<file path="config.mk">
export PLATFORM = sky130hd
export DESIGN_NAME = msps_dist
export DESIGN_NICKNAME = d
export VERILOG_FILES = /design/src/hw/rtl/msps_pkg.sv /design/src/hw/rtl/msps_dist.sv
export SDC_FILE = /design/constraint.sdc
export NUM_CORES = 2
export LEC_CHECK = 0
export CAP_MARGIN = 25
export CELL_PAD_IN_SITES_DETAIL_PLACEMENT = 0
export CELL_PAD_IN_SITES_GLOBAL_PLACEMENT = 1
export CORE_UTILIZATION = 27
export DETAILED_ROUTE_END_ITERATION = 8
export DONT_BUFFER_PORTS = 1
export PLACE_DENSITY_LB_ADDON = 0.25
export SETUP_SLACK_MARGIN = 0.02
export SLEW_MARGIN = 10
export SYNTH_ARGS = -nofsm -noshare
export SYNTH_HDL_FRONTEND = slang
export SYNTH_SLANG_ARGS = --single-unit
</file>
<file path="constraint.sdc">
create_clock -name aclk -period 9.33 [get_ports aclk]
set_clock_uncertainty 0.1 [all_clocks]
set_input_delay 0.4665 -clock aclk [delete_from_list [all_inputs] [get_ports aclk]]
set_output_delay 0.4665 -clock aclk [all_outputs]
set_load 0.03 [all_outputs]
</file>
<file path="src/hw/rtl/msps_pkg.sv">
// Shared types and constants for the minimum-spacing point scatter.
// Used by msps_dist and by the top level; has no dependencies of its own.
package msps_pkg;

    // Configuration register indexes and widths.
    localparam int CFG_IDX_W = 1;
    localparam logic [CFG_IDX_W-1:0] REG_SPACING = 1'b0;
    localparam logic [CFG_IDX_W-1:0] REG_TARGET  = 1'b1;

    localparam int SPACING_W = 49;
    localparam int TARGET_W  = 11;

    // Field widths of the transactions.
    localparam int ID_W    = 10;
    localparam int YAW_W   = 16;
    localparam int SCALE_W = 16;
    localparam int MODEL_W = 8;
    localparam int STAT_W  = 2;

    // The attempt limit reaches 2047 * 24 + 64 at most, which needs 16 bits.
    localparam int ATT_W              = 16;
    localparam int ATTEMPTS_PER_POINT = 24;
    localparam int ATTEMPTS_EXTRA     = 64;

    // Operation codes.
    localparam logic OP_BEGIN     = 1'b0;
    localparam logic OP_CANDIDATE = 1'b1;

    // Result status codes.
    localparam logic [STAT_W-1:0] ST_BEGIN     = 2'd0;
    localparam logic [STAT_W-1:0] ST_PLACED    = 2'd1;
    localparam logic [STAT_W-1:0] ST_TOO_CLOSE = 2'd2;
    localparam logic [STAT_W-1:0] ST_IGNORED   = 2'd3;

    // Status of the distance pipeline as seen by the controller.
    typedef struct packed {
        logic hit;   // a stored point lies closer than the spacing
        logic busy;  // comparisons still in flight
    } dist_stat_t;

endpackage

</file>
<file path="src/hw/rtl/msps_dist.sv">
// Three-stage distance check between the candidate and one stored point:
// absolute differences, squares, then sum and compare. Depends on msps_pkg.
module msps_dist #(
    parameter int COORD_BITS = 24
) (
    input  logic                                 aclk,
    input  logic                                 aresetn,
    input  logic                                 in_valid,
    input  logic signed [COORD_BITS-1:0]         cand_x,
    input  logic signed [COORD_BITS-1:0]         cand_z,
    input  logic signed [COORD_BITS-1:0]         pt_x,
    input  logic signed [COORD_BITS-1:0]         pt_z,
    input  logic [msps_pkg::SPACING_W-1:0]       spacing_sq,
    output msps_pkg::dist_stat_t                 stat
);
    import msps_pkg::*;

    localparam int SQ_W  = 2 * COORD_BITS;
    localparam int CMP_W = (SQ_W + 1 > SPACING_W) ? SQ_W + 1 : SPACING_W;

    logic                         v1_reg, v2_reg, v3_reg;
    logic [COORD_BITS-1:0]        dx_reg, dz_reg;
    logic [SQ_W-1:0]              sqx_reg, sqz_reg;
    logic                         hit_reg;

    logic signed [COORD_BITS:0]   diff_x, diff_z;
    logic signed [COORD_BITS:0]   mag_x, mag_z;
    logic [CMP_W-1:0]             dist_sum;
    logic                         too_close;

    // The difference of two COORD_BITS values fits COORD_BITS+1 bits signed,
    // and its magnitude always fits COORD_BITS bits unsigned.
    always_comb begin
        diff_x = $signed({pt_x[COORD_BITS-1], pt_x}) - $signed({cand_x[COORD_BITS-1], cand_x});
        diff_z = $signed({pt_z[COORD_BITS-1], pt_z}) - $signed({cand_z[COORD_BITS-1], cand_z});
        mag_x  = diff_x[COORD_BITS] ? -diff_x : diff_x;
        mag_z  = diff_z[COORD_BITS] ? -diff_z : diff_z;
    end

    // The sum is kept at full width, so no saturation is needed to compare.
    always_comb begin
        dist_sum  = CMP_W'(sqx_reg) + CMP_W'(sqz_reg);
        too_close = dist_sum < CMP_W'(spacing_sq);
    end

    always_ff @(posedge aclk) begin
        if (!aresetn) begin
            v1_reg  <= 1'b0;
            v2_reg  <= 1'b0;
            v3_reg  <= 1'b0;
            hit_reg <= 1'b0;
        end else begin
            v1_reg  <= in_valid;
            v2_reg  <= v1_reg;
            v3_reg  <= v2_reg;
            hit_reg <= v2_reg && too_close;
        end
    end

    always_ff @(posedge aclk) begin
        dx_reg  <= mag_x[COORD_BITS-1:0];
        dz_reg  <= mag_z[COORD_BITS-1:0];
        sqx_reg <= dx_reg * dx_reg;
        sqz_reg <= dz_reg * dz_reg;
    end

    assign stat.hit  = hit_reg;
    assign stat.busy = v1_reg | v2_reg | v3_reg;

endmodule

</file>
# == Yosys cells after proc, flatten, opt, wreduce, memory -nomap -nowiden ==
# Cells that the tools add are included.
# op_classes
add_sub_neg,5
order_cmp,1
div,0
mux,2
eq_ne,0
n_bitwise,2
n_shift,0
reduce_logical,1
mul,2
# ops
operator,count
$mul A24 B24 Y48,2
$sub A24 B24 Y25,2
$add A48 B48 Y49,1
$lt A49 B49 Y1,1
$mux W24,2
$neg A24 Y24,2
$or A1 B1 Y1,2
$logic_and A1 B1 Y1,1
# totals
register_bits,148
mem_count,0
input_bits,148
romBits,0
latch_bits,0
out_inout_bits,2
ramBits,0

# == Longest topological paths before layout ==
# logic_depth
depth_word,3
depth_mapped,28
depth_no_buf,27

# == Worst setup path before layout ==
# Ideal clock, no wire load.
# synth_path
kind,register to register
start,register dz_reg[2]
end,register sqz_reg[47]
slack_ns,1.847
synth_period_minus_slack_ns,7.483
n_path_buf,2
t_required_ns,9.109
arrival_time_ns,7.262
path_stages_with_launch,29
cell_sequence,dfxtp_1 > clkbuf_1 > clkbuf_1 > nand2_1 > fa_1 > inv_1 > fa_1 > inv_1 > fa_1 > inv_1 > fa_1 > inv_1 > fa_1 > inv_1 > fa_1 > inv_1 > fa_1 > inv_1 > ha_1 > a21oi_1 > o21ai_0 > a311oi_1 > nand3b_1 > a22oi_1 > a31oi_1 > o211a_1 > a2111oi_0 > o21ai_0 > xnor2_1
# synth_via
elab_chain_len,1
# synth_lines
element,line_no,text
from (decl),msps_dist.sv:22,"logic [COORD_BITS-1:0] dx_reg, dz_reg;"
from (signal assigned),msps_dist.sv:62,dz_reg <= mag_z[COORD_BITS-1:0];
$mul A24 B24 Y48,msps_dist.sv:64,sqz_reg <= dz_reg * dz_reg;
to (signal assigned),msps_dist.sv:64,
to (decl),msps_dist.sv:23,"logic [SQ_W-1:0] sqx_reg, sqz_reg;"
# Every way passes these cells.
# A chain may end at the register's enable or synchronous reset.

# == Final worst setup path ==
# layout_path
start,register dx_reg[1]
end,register sqx_reg[45]
# layout_via
elab_chain_len,1
# layout_lines
element,line_no,text
from (decl),msps_dist.sv:22,
from (signal assigned),msps_dist.sv:61,dx_reg <= mag_x[COORD_BITS-1:0];
$mul A24 B24 Y48,msps_dist.sv:63,sqx_reg <= dx_reg * dx_reg;
to (signal assigned),msps_dist.sv:63,
to (decl),msps_dist.sv:23,
# Every way passes these cells.

==> flow_summary.yaml <==
status:
  outcome: "finished with violations"
  violations: "design-rule violations"
route:
  remaining_drc_errors: 20
  avgRoutedWirePerCell_microns: 16.16
  viasPerCell: 4.367
  wl_microns: 108800
  vias: 29413
  drt_iter0_markers: 1292
  drtAntennaViolNets: 0
  firstDrtPassIters: 7
global_route:
  grt_max_degree: 25
  grt_pass1_vias: 32391
  grt_pass1_wl_microns: 178600
  grt_overflow: 0
  grt_usage_pct: 14.57
  grt_antenna_before_repair: 5
clock_tree:
  cts_sinks: 146
  h-tree-depth: 4
  cts_buffers: 17
  clkTransAtPathRegs_ns: 0.08
  clk_latency_ns: 0.51
  max-clock-path-buffers: 2
  cts-root-buf: "clkbuf_16"
  cts_tree: "built"
yosys:
  synth-seq-cells: 146
  ys.flop_type: "dfxtp_1"
  synth-edff-count: 0
  synth_cell_type_count: 82
  synth.most_common_cell: "inv_1"
  synth_area_sq_um: 41990
  synth_area_leader_cell: "fa_1"
  synth_cells: 4704
  synth_fp_nets: 6198
  yosys_warnings: 0
  synth.area.top_cells: "fa_1, ha_1, inv_1"
  synthTopCellsByCount: "inv_1, fa_1, ha_1"
  synth_top_area_share_pct: 40.29
  ys_seq_area_share_pct: 6.961
  async_flop_share_pct: 0
  syn_avg_cell_area_sq_um: 8.925
die:
  core-area_sq_um: 154200
  row_count: 144
  start_util_pct: 27.22
  dieWidth_microns: 396.3
  num_io_pins: 150
  die_h_microns: 396.3
  fp.dieArea_sq_um: 157100
worst_setup_path:
  cp_common_cell: "fa_1"
  worstSetupPathType: "register to register"
  cpMaxStageDelayCell: "dfxtp_1"
  path_buf_inv: 6
  crit_arrival_ns: 8.61
  crit_path_end_kind: "register"
  path_delay_family: "adder cells"
  max_stage_delay_ns: 0.83
  path_max_fanout: 13
  worstPathRequired_ns: 9.67
  start_kind: "register"
layout:
  syn_to_final_growth_pct: 7.867
  n_fill_cell: 16731
  layout-drive-gt1-share_pct: 2.751
  regArea_sq_um: 2924
  multiInputGateArea_sq_um: 33740
  finalNetCount: 6170
worst_hold_path:
  hold_class: "primary input to register"
timing:
  fin_crit_ns: 8.268
  report.final.hold_viol_count: 0
  slew_violations: 0
  rsz0062_at_grt: "no"
  fmax_mhz: 120.9
  worst_pin_slew_ns: 0.9549
  setup_violations: 0
  slew_headroom_pct: 36.25
  tns_ns: 0
  period_share_pct: 88.62
placed_design:
  routabilityCongestion: 0.8172
  dp_hpwl_microns: 94820
  port_buffers: 0
job:
  cap_violations: 0
==> cell type report <==
class | count | share of cell area, %
Antenna cell | 2 | 0.01105
Multi-Input combinational cell | 3141 | 74.50
Inverter | 1303 | 10.80
Clock buffer | 18 | 0.9697
Sequential cell | 146 | 6.457
Tap cell | 2044 | 5.647
Clock inverter | 14 | 0.4669
Timing Repair Buffer | 67 | 1.152
==> timing repair <==
action                     4_1_cts  5_1_grt
buffers inserted                 0        0
hold buffers                     3        0
setup endpoints to repair        0        0
hold endpoints to repair         3        0
gates resized for setup          0        0
==> cells by family after synthesis <==
kind of cell	after synthesis	share of synthesized area, %
adder cells (fa/ha/maj)	1346	55.22
flip-flops	146	6.961
multiplexers	6	0.1490
AO/OA/AOI/OAI	566	8.654
buffers and inverters	1417	12.68
XOR/XNOR	213	4.443
AND/OR/NAND/NOR	1010	11.89
==> layer usage <==
layer / part of all wire [%] / up-vias / GRT usage, %
met1: 48 / 14797 / 20.10
met5: 0.037 / - / 0
met3: 3.2 / 72 / 1.944
li1: - / 14214 / -
met4: 1.6 / 6 / 3.130
met2: 47 / 324 / 24.17
==> stage by stage <==
step	setup slack, ns	area, sq um	hold WS, ns	instances	util, %
floorplan	1.847	41990	0.2847	4704	-
global placement	1.119	44570	0.3374	6695	28.90
detailed placement	1.093	44580	0.3466	6696	28.90
CTS	1.040	45260	0.09452	6731	29.34
global route	0.6960	45280	0.1236	6733	29.36
finish	1.062	45290	0.1235	6735	29.36
==> worst paths after layout <==
| path | from | to | slack, ns | cells after the start |
|---|---|---|---|---|
| max | dx_reg[1]$_DFF_P_ | sqx_reg[45]$_DFF_P_ | 1.06 | 25 |
| max reg2reg | dx_reg[1]$_DFF_P_ | sqx_reg[45]$_DFF_P_ | 1.06 | 25 |
| min | cand_z[0] | dz_reg[0]$_DFF_P_ | 0.12 | 2 |
| min reg2reg | v1_reg$_SDFF_PN0_ | v2_reg$_SDFF_PN0_ | 0.36 | 1 |
==> cell usage in the layout (no fill, tap or decap), drive strengths merged, types with 103 or more instances in the layout <==
master  Yosys  routed
and2      242     242
dfxtp     146     146
nand2     403     403
fa        845     845
inv      1303    1312
xnor2     144     144
a21oi     183     183
nor2      137     137
o21ai     103     103
ha        501     501
Power is not shown: default switching activity piles up to over one toggle a cycle in this logic, so the estimate is an artifact.
